<file path="src/sv/ast_pkg.sv">
// Shared token, mode, error and character codes for the source tokenizer.
package ast_pkg;

  localparam logic [5:0] K_EOF      = 6'd0;
  localparam logic [5:0] K_EOL      = 6'd1;
  localparam logic [5:0] K_NUMBER   = 6'd2;
  localparam logic [5:0] K_STRING   = 6'd3;
  localparam logic [5:0] K_CHAR     = 6'd4;
  localparam logic [5:0] K_IDENT    = 6'd5;
  localparam logic [5:0] K_LOCAL    = 6'd6;
  localparam logic [5:0] K_ABACK    = 6'd7;
  localparam logic [5:0] K_AFWD     = 6'd8;
  localparam logic [5:0] K_DIR      = 6'd9;
  localparam logic [5:0] K_MACRO    = 6'd10;
  localparam logic [5:0] K_PLUS     = 6'd11;
  localparam logic [5:0] K_MINUS    = 6'd12;
  localparam logic [5:0] K_STAR     = 6'd13;
  localparam logic [5:0] K_SLASH    = 6'd14;
  localparam logic [5:0] K_PERCENT  = 6'd15;
  localparam logic [5:0] K_AMP      = 6'd16;
  localparam logic [5:0] K_PIPE     = 6'd17;
  localparam logic [5:0] K_CARET    = 6'd18;
  localparam logic [5:0] K_TILDE    = 6'd19;
  localparam logic [5:0] K_BANG     = 6'd20;
  localparam logic [5:0] K_LT       = 6'd21;
  localparam logic [5:0] K_GT       = 6'd22;
  localparam logic [5:0] K_EQ       = 6'd23;
  localparam logic [5:0] K_NE       = 6'd24;
  localparam logic [5:0] K_LE       = 6'd25;
  localparam logic [5:0] K_GE       = 6'd26;
  localparam logic [5:0] K_LSHIFT   = 6'd27;
  localparam logic [5:0] K_RSHIFT   = 6'd28;
  localparam logic [5:0] K_LPAREN   = 6'd29;
  localparam logic [5:0] K_RPAREN   = 6'd30;
  localparam logic [5:0] K_LBRACE   = 6'd31;
  localparam logic [5:0] K_RBRACE   = 6'd32;
  localparam logic [5:0] K_LBRACKET = 6'd33;
  localparam logic [5:0] K_RBRACKET = 6'd34;
  localparam logic [5:0] K_COMMA    = 6'd35;
  localparam logic [5:0] K_COLON    = 6'd36;
  localparam logic [5:0] K_HASH     = 6'd37;
  localparam logic [5:0] K_ERROR    = 6'd38;
  localparam logic [5:0] K_BYTE     = 6'd39;

  localparam logic [4:0] M_START   = 5'd0;
  localparam logic [4:0] M_COMMENT = 5'd1;
  localparam logic [4:0] M_HEX     = 5'd2;
  localparam logic [4:0] M_PCT     = 5'd3;
  localparam logic [4:0] M_BIN     = 5'd4;
  localparam logic [4:0] M_DEC     = 5'd5;
  localparam logic [4:0] M_CH      = 5'd6;
  localparam logic [4:0] M_CHEND   = 5'd7;
  localparam logic [4:0] M_STR     = 5'd8;
  localparam logic [4:0] M_IDENT   = 5'd9;
  localparam logic [4:0] M_LOCAL   = 5'd10;
  localparam logic [4:0] M_DOT     = 5'd11;
  localparam logic [4:0] M_BANG    = 5'd12;
  localparam logic [4:0] M_DIRA    = 5'd13;
  localparam logic [4:0] M_DIRD    = 5'd14;
  localparam logic [4:0] M_PLUSL   = 5'd15;
  localparam logic [4:0] M_PLUSE   = 5'd16;
  localparam logic [4:0] M_MACRO   = 5'd17;
  localparam logic [4:0] M_MINUS   = 5'd18;
  localparam logic [4:0] M_LT      = 5'd19;
  localparam logic [4:0] M_GT      = 5'd20;

  localparam logic [3:0] E_NONE      = 4'd0;
  localparam logic [3:0] E_HEX_BIG   = 4'd1;
  localparam logic [3:0] E_NO_HEX    = 4'd2;
  localparam logic [3:0] E_BIN_BIG   = 4'd3;
  localparam logic [3:0] E_DEC_BIG   = 4'd4;
  localparam logic [3:0] E_CHAR_OPEN = 4'd5;
  localparam logic [3:0] E_ESC_OPEN  = 4'd6;
  localparam logic [3:0] E_BAD_ESC   = 4'd7;
  localparam logic [3:0] E_STR_OPEN  = 4'd8;
  localparam logic [3:0] E_BAD_CHAR  = 4'd9;
  localparam logic [3:0] E_LONE_DOT  = 4'd10;

  localparam logic [7:0] CH_TAB    = 8'h09;
  localparam logic [7:0] CH_NL     = 8'h0a;
  localparam logic [7:0] CH_CR     = 8'h0d;
  localparam logic [7:0] CH_SP     = 8'h20;
  localparam logic [7:0] CH_BANG   = 8'h21;
  localparam logic [7:0] CH_DQUOTE = 8'h22;
  localparam logic [7:0] CH_HASH   = 8'h23;
  localparam logic [7:0] CH_DOLLAR = 8'h24;
  localparam logic [7:0] CH_PCT    = 8'h25;
  localparam logic [7:0] CH_AMP    = 8'h26;
  localparam logic [7:0] CH_QUOTE  = 8'h27;
  localparam logic [7:0] CH_LPAREN = 8'h28;
  localparam logic [7:0] CH_RPAREN = 8'h29;
  localparam logic [7:0] CH_STAR   = 8'h2a;
  localparam logic [7:0] CH_PLUS   = 8'h2b;
  localparam logic [7:0] CH_COMMA  = 8'h2c;
  localparam logic [7:0] CH_MINUS  = 8'h2d;
  localparam logic [7:0] CH_DOT    = 8'h2e;
  localparam logic [7:0] CH_SLASH  = 8'h2f;
  localparam logic [7:0] CH_ZERO   = 8'h30;
  localparam logic [7:0] CH_ONE    = 8'h31;
  localparam logic [7:0] CH_NINE   = 8'h39;
  localparam logic [7:0] CH_COLON  = 8'h3a;
  localparam logic [7:0] CH_SEMI   = 8'h3b;
  localparam logic [7:0] CH_LT     = 8'h3c;
  localparam logic [7:0] CH_EQ     = 8'h3d;
  localparam logic [7:0] CH_GT     = 8'h3e;
  localparam logic [7:0] CH_LBRACK = 8'h5b;
  localparam logic [7:0] CH_BSLASH = 8'h5c;
  localparam logic [7:0] CH_RBRACK = 8'h5d;
  localparam logic [7:0] CH_CARET  = 8'h5e;
  localparam logic [7:0] CH_UNDER  = 8'h5f;
  localparam logic [7:0] CH_LO_N   = 8'h6e;
  localparam logic [7:0] CH_LO_R   = 8'h72;
  localparam logic [7:0] CH_LO_T   = 8'h74;
  localparam logic [7:0] CH_LBRACE = 8'h7b;
  localparam logic [7:0] CH_PIPE   = 8'h7c;
  localparam logic [7:0] CH_RBRACE = 8'h7d;
  localparam logic [7:0] CH_TILDE  = 8'h7e;

  localparam logic [31:0] INT_TOP = 32'h7fff_ffff;
  localparam logic [15:0] RUN_TOP = 16'hffff;

  typedef struct packed {
    logic       load;
    logic [1:0] cnt;
  } step_t;

  function automatic logic is_dg(input logic [7:0] c);
    return c >= CH_ZERO && c <= CH_NINE;
  endfunction

  function automatic logic is_al(input logic [7:0] c);
    return (c >= 8'h61 && c <= 8'h7a) || (c >= 8'h41 && c <= 8'h5a) || c == CH_UNDER;
  endfunction

  function automatic logic is_hx(input logic [7:0] c);
    return is_dg(c) || (c >= 8'h61 && c <= 8'h66) || (c >= 8'h41 && c <= 8'h46);
  endfunction

  // {ok, decoded byte}
  function automatic logic [8:0] esc_decode(input logic [7:0] c);
    logic [8:0] r;
    case (c)
      CH_LO_N, CH_LO_R:            r = {1'b1, 8'h0d};
      CH_LO_T:                     r = {1'b1, 8'h09};
      CH_BSLASH, CH_QUOTE, CH_DQUOTE: r = {1'b1, c};
      CH_ZERO:                     r = {1'b1, 8'h00};
      default:                     r = 9'd0;
    endcase
    return r;
  endfunction

endpackage

</file>
<file path="src/sv/ast_lexer.sv">
// Input register, lexer state and single-pass next-state and result logic.
module ast_lexer #(
  parameter int POS_WIDTH      = 16,
  parameter int HEX_MAX_DIGITS = 8,
  parameter int BIN_MAX_DIGITS = 32
) (
  input  logic                        clk,
  input  logic                        rst,
  input  logic                        in_tvalid,
  output logic                        in_tready,
  input  logic [7:0]                  in_tdata,
  input  logic                        in_tlast,
  input  logic                        free,
  output ast_pkg::step_t              step,
  output logic [5:0]                  r_kind  [3],
  output logic signed [31:0]          r_value [3],
  output logic [POS_WIDTH-1:0]        r_line  [3],
  output logic [POS_WIDTH-1:0]        r_col   [3],
  output logic [POS_WIDTH-1:0]        r_len   [3],
  output logic [3:0]                  r_err   [3]
);
  import ast_pkg::*;

  localparam int DIG_HB  = (HEX_MAX_DIGITS > BIN_MAX_DIGITS) ? HEX_MAX_DIGITS : BIN_MAX_DIGITS;
  localparam int DIG_TOP = (DIG_HB > 63) ? DIG_HB : 63;
  localparam int DW      = $clog2(DIG_TOP + 2);
  localparam logic [POS_WIDTH-1:0] P_ONE = POS_WIDTH'(1);

  typedef struct packed {
    logic [5:0]           kind;
    logic [31:0]          value;
    logic [POS_WIDTH-1:0] col;
    logic [POS_WIDTH-1:0] len;
    logic [3:0]           err;
  } res_t;

  function automatic logic [POS_WIDTH-1:0] satp(input logic [POS_WIDTH-1:0] x);
    return (x == {POS_WIDTH{1'b1}}) ? x : x + P_ONE;
  endfunction

  function automatic res_t mk(input logic [5:0] k, input logic [31:0] v,
                              input logic [POS_WIDTH-1:0] c, input logic [POS_WIDTH-1:0] l,
                              input logic [3:0] e);
    res_t r;
    r.kind = k; r.value = v; r.col = c; r.len = l; r.err = e;
    return r;
  endfunction

  logic                 iv;
  logic [7:0]           c;
  logic                 eos;
  logic                 fire;

  logic [4:0]           mode, mode_next;
  logic [31:0]          acc, acc_next;
  logic [DW-1:0]        dcnt, dcnt_next;
  logic [15:0]          runc, runc_next;
  logic [POS_WIDTH-1:0] line, line_next;
  logic [POS_WIDTH-1:0] colc, colc_next;
  logic [POS_WIDTH-1:0] tstart, tstart_next;
  logic [POS_WIDTH-1:0] tlen, tlen_next;
  logic                 blank, blank_next;
  logic                 esc, esc_next;

  res_t                 r [3];
  logic [1:0]           n;
  logic                 took;
  logic                 eol;

  logic                 c_dg, c_al, c_hx, c_bit;
  logic [3:0]           hv;
  logic [8:0]           ev;
  logic [35:0]          nv;
  logic [DW-1:0]        dinc;
  logic [POS_WIDTH-1:0] cons_len;
  logic [POS_WIDTH-1:0] col_sat;

  assign fire      = iv && free;
  assign in_tready = !iv || free;

  always_ff @(posedge clk) begin
    if (rst) begin
      iv <= 1'b0;
    end else if (in_tready) begin
      iv <= in_tvalid;
    end
    if (in_tready && in_tvalid) begin
      c   <= in_tdata;
      eos <= in_tlast;
    end
  end

  assign c_dg  = !eos && is_dg(c);
  assign c_al  = !eos && is_al(c);
  assign c_hx  = !eos && is_hx(c);
  assign c_bit = !eos && (c == CH_ZERO || c == CH_ONE);
  assign hv    = is_dg(c) ? c[3:0] : c[3:0] + 4'd9;
  assign ev    = esc_decode(c);
  assign nv    = ({4'd0, acc} << 3) + ({4'd0, acc} << 1) + {32'd0, c[3:0]};
  assign dinc  = dcnt + DW'(1);
  assign cons_len = satp(tlen);
  assign col_sat  = satp(colc);

  always_comb begin
    mode_next = mode; acc_next = acc; dcnt_next = dcnt; runc_next = runc;
    line_next = line; colc_next = colc; tstart_next = tstart; tlen_next = tlen;
    blank_next = blank; esc_next = esc;
    for (int i = 0; i < 3; i++) r[i] = '0;
    n = 2'd0; took = 1'b0; eol = 1'b0;

    case (mode)
      M_COMMENT: begin
        if (eos || c == CH_NL) begin
          mode_next = M_START; esc_next = 1'b0;
        end else begin
          took = 1'b1;
        end
      end
      M_HEX: begin
        if (c_hx) begin
          took = 1'b1; tlen_next = cons_len;
          acc_next = {acc[27:0], hv}; dcnt_next = dinc;
          if (dinc > DW'(HEX_MAX_DIGITS)) begin
            r[n] = mk(K_ERROR, 32'd0, col_sat, tlen_next, E_HEX_BIG); n = n + 2'd1;
            mode_next = M_START; esc_next = 1'b0;
          end
        end else begin
          if (dcnt == '0) r[n] = mk(K_ERROR, 32'd0, colc, tlen, E_NO_HEX);
          else r[n] = mk(K_NUMBER, acc, tstart, tlen, E_NONE);
          n = n + 2'd1;
          mode_next = M_START; esc_next = 1'b0;
        end
      end
      M_PCT, M_BIN: begin
        if (c_bit) begin
          took = 1'b1; tlen_next = cons_len; mode_next = M_BIN;
          acc_next = {acc[30:0], c[0]}; dcnt_next = dinc;
          if (dinc > DW'(BIN_MAX_DIGITS)) begin
            r[n] = mk(K_ERROR, 32'd0, col_sat, tlen_next, E_BIN_BIG); n = n + 2'd1;
            mode_next = M_START; esc_next = 1'b0;
          end
        end else begin
          r[n] = mk((mode == M_PCT) ? K_PERCENT : K_NUMBER,
                    (mode == M_PCT) ? 32'd0 : acc, tstart, tlen, E_NONE);
          n = n + 2'd1;
          mode_next = M_START; esc_next = 1'b0;
        end
      end
      M_DEC, M_DIRD: begin
        if (c_dg) begin
          took = 1'b1; tlen_next = cons_len;
          if (nv[35:31] != 5'd0) begin
            if (mode == M_DIRD) begin
              r[n] = mk(K_BANG, 32'd0, tstart, P_ONE, E_NONE); n = n + 2'd1;
              r[n] = mk(K_ERROR, 32'd0, col_sat, tlen_next - P_ONE, E_DEC_BIG);
              n = n + 2'd1;
            end else begin
              r[n] = mk(K_ERROR, 32'd0, col_sat, tlen_next, E_DEC_BIG); n = n + 2'd1;
            end
            mode_next = M_START; esc_next = 1'b0;
          end else begin
            acc_next = nv[31:0];
            if (dcnt < DW'(63)) dcnt_next = dinc;
          end
        end else begin
          if (mode == M_DEC) begin
            r[n] = mk(K_NUMBER, acc, tstart, tlen, E_NONE); n = n + 2'd1;
          end else if (dcnt == DW'(2) && (acc == 32'd8 || acc == 32'd16 ||
                       acc == 32'd24 || acc == 32'd32)) begin
            r[n] = mk(K_DIR, 32'd0, tstart, tlen, E_NONE); n = n + 2'd1;
          end else begin
            r[n] = mk(K_BANG, 32'd0, tstart, P_ONE, E_NONE); n = n + 2'd1;
            r[n] = mk(K_NUMBER, acc, satp(tstart), tlen - P_ONE, E_NONE); n = n + 2'd1;
          end
          mode_next = M_START; esc_next = 1'b0;
        end
      end
      M_CH: begin
        if (eos) begin
          r[n] = mk(K_ERROR, 32'd0, colc, tlen, esc ? E_ESC_OPEN : E_CHAR_OPEN);
          n = n + 2'd1;
          mode_next = M_START; esc_next = 1'b0;
        end else begin
          took = 1'b1; tlen_next = cons_len;
          if (!esc) begin
            if (c == CH_BSLASH) begin
              esc_next = 1'b1;
            end else begin
              acc_next = {24'd0, c}; mode_next = M_CHEND;
            end
          end else begin
            esc_next = 1'b0;
            if (!ev[8]) begin
              r[n] = mk(K_ERROR, 32'd0, col_sat, tlen_next, E_BAD_ESC); n = n + 2'd1;
              mode_next = M_START;
            end else begin
              acc_next = {24'd0, ev[7:0]}; mode_next = M_CHEND;
            end
          end
        end
      end
      M_CHEND: begin
        if (!eos && c == CH_QUOTE) begin
          took = 1'b1; tlen_next = cons_len;
          r[n] = mk(K_CHAR, acc, tstart, tlen_next, E_NONE); n = n + 2'd1;
        end else begin
          r[n] = mk(K_ERROR, 32'd0, colc, tlen, E_CHAR_OPEN); n = n + 2'd1;
        end
        mode_next = M_START; esc_next = 1'b0;
      end
      M_STR: begin
        if (eos || (!esc && c == CH_NL)) begin
          r[n] = mk(K_ERROR, 32'd0, colc, tlen, E_STR_OPEN); n = n + 2'd1;
          mode_next = M_START; esc_next = 1'b0;
        end else begin
          took = 1'b1; tlen_next = cons_len;
          if (esc) begin
            esc_next = 1'b0;
            if (!ev[8]) begin
              r[n] = mk(K_ERROR, 32'd0, col_sat, tlen_next, E_BAD_ESC); n = n + 2'd1;
              mode_next = M_START;
            end else begin
              r[n] = mk(K_BYTE, {24'd0, ev[7:0]}, colc, POS_WIDTH'(2), E_NONE);
              n = n + 2'd1;
              if (acc < INT_TOP) acc_next = acc + 32'd1;
            end
          end else if (c == CH_DQUOTE) begin
            r[n] = mk(K_STRING, acc, tstart, tlen_next, E_NONE); n = n + 2'd1;
            mode_next = M_START;
          end else if (c == CH_BSLASH) begin
            esc_next = 1'b1;
          end else begin
            r[n] = mk(K_BYTE, {24'd0, c}, colc, P_ONE, E_NONE); n = n + 2'd1;
            if (acc < INT_TOP) acc_next = acc + 32'd1;
          end
        end
      end
      M_IDENT, M_LOCAL, M_MACRO, M_DIRA: begin
        if (c_al || c_dg) begin
          took = 1'b1; tlen_next = cons_len;
        end else begin
          r[n] = mk((mode == M_IDENT) ? K_IDENT : (mode == M_LOCAL) ? K_LOCAL :
                    (mode == M_MACRO) ? K_MACRO : K_DIR, 32'd0, tstart, tlen, E_NONE);
          n = n + 2'd1;
          mode_next = M_START; esc_next = 1'b0;
        end
      end
      M_DOT: begin
        if (c_al) begin
          took = 1'b1; tlen_next = cons_len; mode_next = M_LOCAL;
        end else begin
          r[n] = mk(K_ERROR, 32'd0, tstart, P_ONE, E_LONE_DOT); n = n + 2'd1;
          mode_next = M_START; esc_next = 1'b0;
        end
      end
      M_BANG: begin
        if (c_al) begin
          took = 1'b1; tlen_next = cons_len; mode_next = M_DIRA;
        end else if (c_dg) begin
          took = 1'b1; tlen_next = cons_len; mode_next = M_DIRD;
          acc_next = {28'd0, c[3:0]}; dcnt_next = DW'(1);
        end else begin
          r[n] = mk(K_BANG, 32'd0, tstart, tlen, E_NONE); n = n + 2'd1;
          mode_next = M_START; esc_next = 1'b0;
        end
      end
      M_PLUSL, M_PLUSE: begin
        if (!eos && c == CH_PLUS) begin
          took = 1'b1; tlen_next = cons_len;
          if (runc != RUN_TOP) runc_next = runc + 16'd1;
        end else if (runc == 16'd1 && c_al && mode == M_PLUSL) begin
          took = 1'b1; tlen_next = cons_len; mode_next = M_MACRO;
        end else begin
          if (runc == 16'd1 && (c_al || c_dg || (!eos && (c inside {CH_DOLLAR, CH_PCT,
              CH_LPAREN, CH_QUOTE, CH_STAR, CH_LT, CH_GT, CH_MINUS, CH_TILDE, CH_BANG}))))
            r[n] = mk(K_PLUS, 32'd0, tstart, tlen, E_NONE);
          else
            r[n] = mk(K_AFWD, {16'd0, runc}, tstart, tlen, E_NONE);
          n = n + 2'd1;
          mode_next = M_START; esc_next = 1'b0;
        end
      end
      M_MINUS: begin
        if (!eos && c == CH_MINUS) begin
          took = 1'b1; tlen_next = cons_len;
          if (runc != RUN_TOP) runc_next = runc + 16'd1;
        end else begin
          if (runc == 16'd1 && (c_al || c_dg ||
              (!eos && (c inside {CH_DOLLAR, CH_PCT, CH_LPAREN}))))
            r[n] = mk(K_MINUS, 32'd0, tstart, tlen, E_NONE);
          else
            r[n] = mk(K_ABACK, {16'd0, runc}, tstart, tlen, E_NONE);
          n = n + 2'd1;
          mode_next = M_START; esc_next = 1'b0;
        end
      end
      M_LT: begin
        if (!eos && (c inside {CH_LT, CH_EQ, CH_GT})) begin
          took = 1'b1; tlen_next = cons_len;
          r[n] = mk((c == CH_LT) ? K_LSHIFT : (c == CH_EQ) ? K_LE : K_NE,
                    32'd0, tstart, tlen_next, E_NONE);
        end else begin
          r[n] = mk(K_LT, 32'd0, tstart, tlen, E_NONE);
        end
        n = n + 2'd1;
        mode_next = M_START; esc_next = 1'b0;
      end
      M_GT: begin
        if (!eos && (c inside {CH_GT, CH_EQ})) begin
          took = 1'b1; tlen_next = cons_len;
          r[n] = mk((c == CH_GT) ? K_RSHIFT : K_GE, 32'd0, tstart, tlen_next, E_NONE);
        end else begin
          r[n] = mk(K_GT, 32'd0, tstart, tlen, E_NONE);
        end
        n = n + 2'd1;
        mode_next = M_START; esc_next = 1'b0;
      end
      default: begin
        mode_next = M_START;
      end
    endcase

    if (eos) begin
      r[n] = mk(K_EOF, 32'd0, colc, '0, E_NONE); n = n + 2'd1;
      mode_next = M_START; acc_next = '0; dcnt_next = '0; runc_next = '0;
      line_next = P_ONE; colc_next = P_ONE; tstart_next = P_ONE; tlen_next = '0;
      blank_next = 1'b1; esc_next = 1'b0;
    end else begin
      if (!took) begin
        tstart_next = colc; tlen_next = P_ONE;
        acc_next = '0; dcnt_next = '0; esc_next = 1'b0; runc_next = 16'd1;
        case (c)
          CH_SP, CH_TAB, CH_CR: ;
          CH_SEMI:   mode_next = M_COMMENT;
          CH_NL: begin
            r[n] = mk(K_EOL, 32'd0, colc, P_ONE, E_NONE); n = n + 2'd1; eol = 1'b1;
          end
          CH_DOLLAR: mode_next = M_HEX;
          CH_PCT:    mode_next = M_PCT;
          CH_QUOTE:  mode_next = M_CH;
          CH_DQUOTE: mode_next = M_STR;
          CH_DOT:    mode_next = M_DOT;
          CH_BANG:   mode_next = M_BANG;
          CH_PLUS:   mode_next = blank ? M_PLUSL : M_PLUSE;
          CH_MINUS:  mode_next = M_MINUS;
          CH_LT:     mode_next = M_LT;
          CH_GT:     mode_next = M_GT;
          CH_STAR, CH_SLASH, CH_AMP, CH_PIPE, CH_CARET, CH_TILDE, CH_EQ, CH_LPAREN,
          CH_RPAREN, CH_LBRACE, CH_RBRACE, CH_LBRACK, CH_RBRACK, CH_COMMA, CH_COLON,
          CH_HASH: begin
            r[n] = mk((c == CH_STAR)   ? K_STAR   : (c == CH_SLASH)  ? K_SLASH :
                      (c == CH_AMP)    ? K_AMP    : (c == CH_PIPE)   ? K_PIPE :
                      (c == CH_CARET)  ? K_CARET  : (c == CH_TILDE)  ? K_TILDE :
                      (c == CH_EQ)     ? K_EQ     : (c == CH_LPAREN) ? K_LPAREN :
                      (c == CH_RPAREN) ? K_RPAREN : (c == CH_LBRACE) ? K_LBRACE :
                      (c == CH_RBRACE) ? K_RBRACE : (c == CH_LBRACK) ? K_LBRACKET :
                      (c == CH_RBRACK) ? K_RBRACKET : (c == CH_COMMA) ? K_COMMA :
                      (c == CH_COLON)  ? K_COLON  : K_HASH,
                      32'd0, colc, P_ONE, E_NONE);
            n = n + 2'd1;
          end
          default: begin
            if (is_dg(c)) begin
              mode_next = M_DEC; acc_next = {28'd0, c[3:0]}; dcnt_next = DW'(1);
            end else if (is_al(c)) begin
              mode_next = M_IDENT;
            end else begin
              r[n] = mk(K_ERROR, 32'd0, col_sat, P_ONE, E_BAD_CHAR); n = n + 2'd1;
            end
          end
        endcase
      end
      if (eol) begin
        line_next = satp(line); colc_next = P_ONE; blank_next = 1'b1;
      end else begin
        colc_next = col_sat;
        if (c == CH_COLON) blank_next = 1'b1;
        else if (c != CH_SP && c != CH_TAB) blank_next = 1'b0;
      end
    end
  end

  always_ff @(posedge clk) begin
    if (rst) begin
      mode <= M_START; acc <= '0; dcnt <= '0; runc <= '0;
      line <= P_ONE; colc <= P_ONE; tstart <= P_ONE; tlen <= '0;
      blank <= 1'b1; esc <= 1'b0;
    end else if (fire) begin
      mode <= mode_next; acc <= acc_next; dcnt <= dcnt_next; runc <= runc_next;
      line <= line_next; colc <= colc_next; tstart <= tstart_next; tlen <= tlen_next;
      blank <= blank_next; esc <= esc_next;
    end
  end

  assign step.load = fire;
  assign step.cnt  = n;

  for (genvar g = 0; g < 3; g++) begin : g_res
    assign r_kind[g]  = r[g].kind;
    assign r_value[g] = r[g].value;
    assign r_line[g]  = line;
    assign r_col[g]   = r[g].col;
    assign r_len[g]   = r[g].len;
    assign r_err[g]   = r[g].err;
  end

endmodule

</file>
<file path="src/sv/ast_emit.sv">
// Result register holding one beat's group of up to three tokens and draining it.
module ast_emit #(
  parameter int POS_WIDTH = 16
) (
  input  logic                 clk,
  input  logic                 rst,
  input  ast_pkg::step_t       step,
  input  logic [5:0]           r_kind  [3],
  input  logic signed [31:0]   r_value [3],
  input  logic [POS_WIDTH-1:0] r_line  [3],
  input  logic [POS_WIDTH-1:0] r_col   [3],
  input  logic [POS_WIDTH-1:0] r_len   [3],
  input  logic [3:0]           r_err   [3],
  output logic                 free,
  output logic                 out_tvalid,
  input  logic                 out_tready,
  output logic [5:0]           o_kind,
  output logic signed [31:0]   o_value,
  output logic [POS_WIDTH-1:0] o_line,
  output logic [POS_WIDTH-1:0] o_col,
  output logic [POS_WIDTH-1:0] o_len,
  output logic [3:0]           o_err,
  output logic                 out_tlast
);
  import ast_pkg::*;

  logic                 valid;
  logic [1:0]           idx;
  logic [1:0]           cnt;
  logic [5:0]           kind  [3];
  logic signed [31:0]   value [3];
  logic [POS_WIDTH-1:0] line  [3];
  logic [POS_WIDTH-1:0] col   [3];
  logic [POS_WIDTH-1:0] len   [3];
  logic [3:0]           err   [3];
  logic                 at_end;
  logic                 ld;

  assign at_end = idx == cnt - 2'd1;
  assign free   = !valid || (out_tready && at_end);
  assign ld     = step.load && step.cnt != 2'd0;

  always_ff @(posedge clk) begin
    if (rst) begin
      valid <= 1'b0;
      idx   <= 2'd0;
      cnt   <= 2'd0;
    end else if (ld) begin
      valid <= 1'b1;
      idx   <= 2'd0;
      cnt   <= step.cnt;
    end else if (valid && out_tready) begin
      if (at_end) valid <= 1'b0;
      else idx <= idx + 2'd1;
    end
    if (ld) begin
      kind <= r_kind; value <= r_value; line <= r_line;
      col  <= r_col;  len   <= r_len;   err  <= r_err;
    end
  end

  assign out_tvalid = valid;
  assign out_tlast  = at_end;
  assign o_kind     = kind[idx];
  assign o_value    = value[idx];
  assign o_line     = line[idx];
  assign o_col      = col[idx];
  assign o_len      = len[idx];
  assign o_err      = err[idx];

  a_cnt_ok: assert property (@(posedge clk) disable iff (rst)
    valid |-> (cnt != 2'd0 && idx < cnt))
    else $error("result group index out of range");

  a_hold: assert property (@(posedge clk) disable iff (rst)
    (valid && !out_tready) |=> (valid && $stable(idx)))
    else $error("stalled result group moved");

  a_load: assert property (@(posedge clk) disable iff (rst)
    (step.load && step.cnt != 2'd0) |-> ($past(1'b1) && (!valid || (out_tready && at_end))))
    else $error("result group overwritten before drained");

endmodule

</file>
<file path="src/sv/assembler_source_tokenizer.sv">
// Top level of the streaming assembler source tokenizer.
// One source byte is taken per beat, one beat per cycle when the output keeps up;
// each byte is lexed combinationally from the input register into a result
// register that holds any tokens it causes, up to three. Output beats go one per
// cycle while m_axis_tready is high, so a byte causing several results holds the
// input until the single result port has sent its last result. A byte
// with tlast set closes the pending token, emits EOF and returns all state to reset.
module assembler_source_tokenizer #(
  parameter int POS_WIDTH      = 16,
  parameter int HEX_MAX_DIGITS = 8,
  parameter int BIN_MAX_DIGITS = 32
) (
  input  logic clk,
  input  logic rst,
  input  logic s_axis_tvalid,
  output logic s_axis_tready,
  input  logic [7:0] s_axis_tdata,   // source_byte
  input  logic s_axis_tlast,         // end_of_source
  output logic m_axis_tvalid,
  input  logic m_axis_tready,
  // token_kind, token_value, line_number, column, token_length, error_code
  output logic [((42 + 3 * POS_WIDTH + 7) / 8) * 8 - 1:0] m_axis_tdata,
  output logic m_axis_tlast           // last_of_run
);
  import ast_pkg::*;

  localparam int OUT_W = ((42 + 3 * POS_WIDTH + 7) / 8) * 8;

  step_t                step;
  logic                 free;
  logic [5:0]           r_kind  [3];
  logic signed [31:0]   r_value [3];
  logic [POS_WIDTH-1:0] r_line  [3];
  logic [POS_WIDTH-1:0] r_col   [3];
  logic [POS_WIDTH-1:0] r_len   [3];
  logic [3:0]           r_err   [3];
  logic [5:0]           o_kind;
  logic signed [31:0]   o_value;
  logic [POS_WIDTH-1:0] o_line;
  logic [POS_WIDTH-1:0] o_col;
  logic [POS_WIDTH-1:0] o_len;
  logic [3:0]           o_err;

  ast_lexer #(
    .POS_WIDTH(POS_WIDTH), .HEX_MAX_DIGITS(HEX_MAX_DIGITS), .BIN_MAX_DIGITS(BIN_MAX_DIGITS)
  ) u_lexer (
    .clk(clk), .rst(rst),
    .in_tvalid(s_axis_tvalid), .in_tready(s_axis_tready),
    .in_tdata(s_axis_tdata), .in_tlast(s_axis_tlast),
    .free(free), .step(step),
    .r_kind(r_kind), .r_value(r_value), .r_line(r_line),
    .r_col(r_col), .r_len(r_len), .r_err(r_err)
  );

  ast_emit #(.POS_WIDTH(POS_WIDTH)) u_emit (
    .clk(clk), .rst(rst), .step(step),
    .r_kind(r_kind), .r_value(r_value), .r_line(r_line),
    .r_col(r_col), .r_len(r_len), .r_err(r_err),
    .free(free), .out_tvalid(m_axis_tvalid), .out_tready(m_axis_tready),
    .o_kind(o_kind), .o_value(o_value), .o_line(o_line),
    .o_col(o_col), .o_len(o_len), .o_err(o_err), .out_tlast(m_axis_tlast)
  );

  assign m_axis_tdata = OUT_W'({o_err, o_len, o_col, o_line, o_value, o_kind});

endmodule
</file>
<file path="config.mk">
export PLATFORM = sky130hd
export DESIGN_NAME = assembler_source_tokenizer
export DESIGN_NICKNAME = d
export VERILOG_FILES = /design/src/sv/ast_pkg.sv /design/src/sv/ast_lexer.sv /design/src/sv/ast_emit.sv /design/src/sv/assembler_source_tokenizer.sv
export SDC_FILE = /design/constraint.sdc
export NUM_CORES = 1
export LEC_CHECK = 0
export BUFFER_PORTS_ARGS = -buffer_cell sky130_fd_sc_hd__buf_2
export CORE_ASPECT_RATIO = 0.6
export CORE_MARGIN = 4
export CORE_UTILIZATION = 35
export CTS_BUF_LIST = sky130_fd_sc_hd__clkbuf_2 sky130_fd_sc_hd__clkbuf_4 sky130_fd_sc_hd__clkbuf_8
export CTS_CLUSTER_DIAMETER = 200
export DETAILED_ROUTE_END_ITERATION = 7
export GPL_TIMING_DRIVEN = 0
export SYNTH_ARGS = -nofsm -noshare
export SYNTH_HDL_FRONTEND = slang
export SYNTH_SLANG_ARGS = --single-unit
</file>
<file path="constraint.sdc">
create_clock -name clk -period 22.9 [get_ports clk]
set_input_delay 4.58 -clock clk [delete_from_list [all_inputs] [get_ports clk]]
set_output_delay 4.58 -clock clk [all_outputs]
set_load 0.05 [all_outputs]
</file>
Word-level counts from Yosys, hierarchy flattened
Cells that the tools add are included.
W data, S select, Z words.
{"block": "totals", "ff_bits": 379, "latch_bits": 0, "ram_bits": 0, "mem_bits_ro": 0, "output_inout_bits": 99, "wordCells": 516, "memories": 0}
{"block": "classes", "n_addsub": 15, "n_mul": 0, "div_mod_pow": 0, "order_cmp": 15, "eq_ne": 110, "shifts": 0, "n_mux": 259, "bitwise_logic": 3, "n_reduce_logical": 82}
{"cell": "$mux W74", "n": 27}
{"cell": "$pmux W74 S13", "n": 1}
{"cell": "$bwmux W222", "n": 4}
{"cell": "$mux W222", "n": 4}
{"cell": "$mux W32", "n": 21}
{"cell": "$pmux W222 S3", "n": 1}
{"cell": "$mux W16", "n": 36}
{"cell": "$mux W148", "n": 2}
{"cell": "$pmux W16 S13", "n": 1}
{"cell": "$pmux W32 S6", "n": 1}
{"cell": "$eq A8 B6 Y1 const B", "n": 23}
{"cell": "$demux W74 S2", "n": 1}
{"cell": "$mux W73", "n": 2}
{"cell": "$mux W70", "n": 2}
{"cell": "$mux W6", "n": 19}
{"cell": "$mux W5", "n": 21}
{"cell": "$bmux W16 S2", "n": 3}
{"cell": "$eq A8 B7 Y1 const B", "n": 12}
{"cell": "$ne A4 B3 Y1 const B", "n": 23}
{"cell": "$add A16 B1 Y16 const B", "n": 5}
{"cell": "$mux W72", "n": 1}
{"cell": "$mux W7", "n": 10}
{"cell": "$mux W69", "n": 1}
{"cell": "$bmux W32 S2", "n": 1}
{"cell": "82 further kinds", "n": 262}

Logic depth before layout (Yosys ltp)
{"block": "logic_depth", "word_depth": 21, "mapped_depth": 27, "depth_no_buf": 22}

Hierarchy
Synthesis repeated with hierarchy kept, for this count alone.
{"block": "hier_totals", "cells_unflattened": 3334, "area_unflattened_um2": 28768.8}
{"mod": "ast_lexer", "instances": 1, "cells_each": 2726, "area_each_um2": 18491.5}
{"mod": "ast_emit", "instances": 1, "cells_each": 601, "area_each_um2": 10228.6}
{"mod": "assembler_source_tokenizer", "instances": 1, "cells_each": 7, "area_each_um2": 48.8}

Worst setup path after synthesis
OpenSTA, ideal clock, no wires.
{"block": "synth_path", "path_kind": "input -> register", "from": "in m_axis_tready", "to": "reg u_emit.col[0] in the netlist's numbering (enable)", "setup_time_ps": 614, "arrival_time_ps": 10297, "t_required_ps": 22286, "slack_ps": 11989, "path_stages": 6, "cell_sequence": "nand2_1 -> nand2_1 -> nand2_1 -> clkbuf_1 -> clkbuf_1 -> a21oi_2"}
{"block": "synth_via", "elab_chain_cells": 4}
{"item": "from (decl)", "line_no": "assembler_source_tokenizer.sv:20", "rtl": "input logic m_axis_tready,"}
{"item": "$logic_and A1 B1 Y1", "line_no": "ast_emit.sv:40", "rtl": "assign free = !valid || (out_tready && at_end);"}
{"item": "$logic_or A1 B1 Y1", "line_no": "ast_emit.sv:40"}
{"item": "$logic_and A1 B1 Y1", "line_no": "ast_lexer.sv:78", "rtl": "assign fire = iv && free;"}
{"item": "$logic_and A1 B1 Y1", "line_no": "ast_emit.sv:41", "rtl": "assign ld = step.load && step.cnt != 2'd0;"}
{"item": "named net u_emit.ld", "line_no": "ast_emit.sv:37", "rtl": "logic ld;"}
{"item": "to (signal assigned)", "line_no": "ast_emit.sv:58", "rtl": "col <= r_col; len <= r_len; err <= r_err;"}
{"item": "to (decl)", "line_no": "ast_emit.sv:33", "rtl": "logic [POS_WIDTH-1:0] col [3];"}
The timed path passes the listed nets, and every way through them passes these cells.
A chain may end at the register's enable or synchronous reset.

Worst setup path after layout
{"block": "layout_path", "from": "in m_axis_tready", "to": "out s_axis_tready"}
{"block": "layout_via", "elab_chain_cells": 3}
{"item": "$logic_and A1 B1 Y1", "line_no": "ast_emit.sv:40"}
{"item": "$logic_or A1 B1 Y1", "line_no": "ast_emit.sv:40"}
{"item": "$logic_or A1 B1 Y1", "line_no": "ast_lexer.sv:79", "rtl": "assign in_tready = !iv || free;"}
{"item": "to (decl)", "line_no": "assembler_source_tokenizer.sv:16", "rtl": "output logic s_axis_tready,"}
Every way passes these cells.

==> metrics.cfg <==
[layout]
area_delta_synth_final_pct=12.7
fill_cells=7560
fin_nets=3485
drive_gt1_share_pct=9.62

[sta]
max_freq_mhz=97.4
rsz0062_at_grt=no
finClkSkew_ns=0.0596
tightest_slew_ns=1.55
hold_viol_final=0
slew_violations=34
tns_ns=0
timing.hold.ws_ns=0.480
fin_crit_ns=10.26
setup_violations=0
max-slew-margin-rel_pct=-6.56
finalCritPeriodShare_pct=44.8

[clock_tree]
cts_tree=yes
worstSkewPairLatency_ns=0.72
clkTransAtPathRegs_ns=0.06
clockBufferDepth=3
cts_sinks=327
htreeDepth=2
post_cts_buffers=0
cts-resized-gates=0
cts-root-buf=clkbuf_8
cts_hold_buf=0
cts_buffers=56

[critical_path]
start_kind=input pin
r2r_setup_slack_ns=14.17
timing.rr.start=u_lexer.acc[2]
critPathLaunch=m_axis_tready
reg2reg_depth=21
cpMaxStageDelayCell=and2_1
slowest_delay_ns=0.41
criticalPathCategory=in -> out
critPathBufInv=2
cp-end-kind=output pin
r2r_end=u_emit.value[65]
critical_path_arrival_ns=5.68
crit_family=simple AND/OR/NAND/NOR gates
path_cells=buf_2 -> nand2_1 -> and2_1 -> nand2_1 -> buf_2
crit_required_ns=18.32
crit_fanout=3

[synth]
synth_common_cells=nand2_1 (367), nor2_1 (336), o21ai_0 (230)
synth-seq-area-share_pct=33.1
synth_area_um2=25700
synthArstFlopShare_pct=0
yosysUniqueCellTypes=111
synth.most_common_cell=nand2_1
synth_area_leaders=edfxtp_1 (23%), dfxtp_1 (10%), nand2_1 (5.4%)
ys_warn_count=0
avgSynthCellArea_um2=8.01
synth_seq_cells=327
syn_inst=3206
synth_edf_count=195
synth_top_area_share_pct=22.8
synth_ff_type=edfxtp_1
yosysTopAreaCell=edfxtp_1

[place]
port_buffers=105
dp_hpwl_mm=102
gp_congestion=1.07

[detailed_routing]
firstDrtPassIters=8
via_per_inst=6.41
drtIter0Drc=5273
ant_nets=0
drc_errors=17
post_drt_wl_per_cell_um=29.8
wl_mm=131
vias=28300

[floorplanning]
dieArea_um2=77900
rows=76
die_y_um=218
pin_count=112
die_w_um=358
start_util_pct=35.5
core_um2=72300

[pwr]
peakVddDrop_mv=0.0416
total_leakage_power_nw=10.2
power.density_nw_per_um2=53.5

[worst_hold_path]
hold_depth=0
whs_endpoint=u_emit.line[10]
hp-start=u_lexer.line[10]
min-delay-path-class=reg -> reg

[run_status]
outcome=finished, violations left
violations=design-rule violations, max-capacitance violations, max-slew violations

[grt]
antenna_found_initial=4
grt_max_degree=31
grt_pass1_wl_mm=184
grt_remaining_overflow=0
grt_pass1_vias=24700
track_usage_pct=32.4

[run]
drv_cap=5

## worst max-delay path by stage
stage | to | slack, ns | cells after the start
finish | s_axis_tready | 12.64 | 5
global route | s_axis_tready | 12.64 | 5
CTS | s_axis_tready | 12.74 | 5
detailed placement | s_axis_tready | 12.75 | 5
global placement | u_emit.len[29] | 7.80 | 21
floorplan | u_emit.col[0] | 11.99 | 6
## registers in the layout, indices dropped and copies added, names as in the netlist
| register | cells |
|---|---|
| u_lexer.line | 16 |
| u_emit.idx | 2 |
| u_lexer.iv | 1 |
| u_lexer.mode | 5 |
| u_lexer.runc | 16 |
| u_lexer.eos | 1 |
| u_lexer.esc | 1 |
| u_emit.line | 16 |
| u_lexer.blank | 1 |
| u_lexer.c | 8 |
| u_emit.value | 64 |
| u_emit.len | 33 |
| u_emit.out_tvalid | 1 |
| u_lexer.colc | 16 |
| u_emit.err | 7 |
| u_emit.kind | 18 |
| u_emit.col | 48 |
| u_lexer.dcnt | 7 |
| u_lexer.tlen | 16 |
| u_emit.cnt | 2 |
| u_lexer.acc | 32 |
| u_lexer.tstart | 16 |
## through the flow
step / total power [W] / util [%] / std cells / setup WS [ns] / cell area, um2
finish: 0.00155 / 40.0 / 4409 / 12.64 / 28900
CTS: 0.00155 / 40.0 / 4403 / 12.74 / 28900
floorplan: 0.000833 / - / 3211 / 11.99 / 25700
global route: 0.00159 / 40.0 / 4406 / 12.64 / 28900
detailed placement: 0.000921 / 38.2 / 4298 / 12.75 / 27600
global placement: 0.000924 / 38.0 / 4291 / 7.80 / 27500
## power breakdown
| part | internal [W] | total [W] | switching, W |
|---|---|---|---|
| logic | 0.0000603 | 0.000260 | 0.000200 |
| clock network | 0.000350 | 0.000627 | 0.000277 |
| registers | 0.000649 | 0.000660 | 0.0000112 |
## cell type report
cell class                      count  area [um2]  share of cell area (%)
Multi-Input combinational cell   2551       15900                    55.0
Sequential cell                   327        8500                    29.4
Tap cell                          975        1220                    4.22
Buffer                            267        1090                    3.76
Clock buffer                       77         953                    3.29
Timing Repair Buffer              115         698                    2.41
Clock inverter                     28         322                    1.11
Inverter                           66         248                   0.856
Antenna cell                        3        7.51                  0.0259
## metal layers
| layer | vias to the layer above | GRT usage (%) | part of all wire [%] |
|---|---|---|---|
| met5 | - | 0 | 0.021 |
| met4 | 4 | 6.48 | 2.0 |
| met3 | 204 | 17.3 | 18 |
| met2 | 2147 | 37.3 | 34 |
| met1 | 13600 | 50.6 | 46 |
| li1 | 12300 | - | - |
## cell families after synthesis
kind of cell	after synthesis	share of synthesized area (%)
AO/OA/AOI/OAI	890	23.0
XOR/XNOR	115	3.92
adder cells (fa/ha/maj)	88	4.34
buffers and inverters	333	5.20
flip-flops	327	33.1
multiplexers	125	4.89
other	1	0.0146
AND/OR/NAND/NOR	1327	25.5
## layout by cell type (no fill, tap or decap), types with 33 or more instances in the layout
| master | count |
|---|---|
| o22ai_1 | 36 |
| a22oi_1 | 50 |
| buf_2 | 135 |
| o21ai_0 | 230 |
| a211oi_1 | 33 |
| nand2_1 | 367 |
| and3_1 | 51 |
| inv_1 | 63 |
| dfxtp_1 | 132 |
| o211ai_1 | 35 |
| a21oi_1 | 185 |
| xnor2_1 | 63 |
| xor2_1 | 52 |
| and2_1 | 80 |
| edfxtp_1 | 195 |
| clkbuf_1 | 207 |
| nor2_1 | 336 |
| ha_1 | 86 |
| nor3_1 | 95 |
| nand4_1 | 42 |
| mux2i_1 | 122 |
| nand3_1 | 125 |
| clkbuf_8 | 60 |
| a31oi_1 | 36 |
No activity file was read; power rests on OpenSTA's default activity.
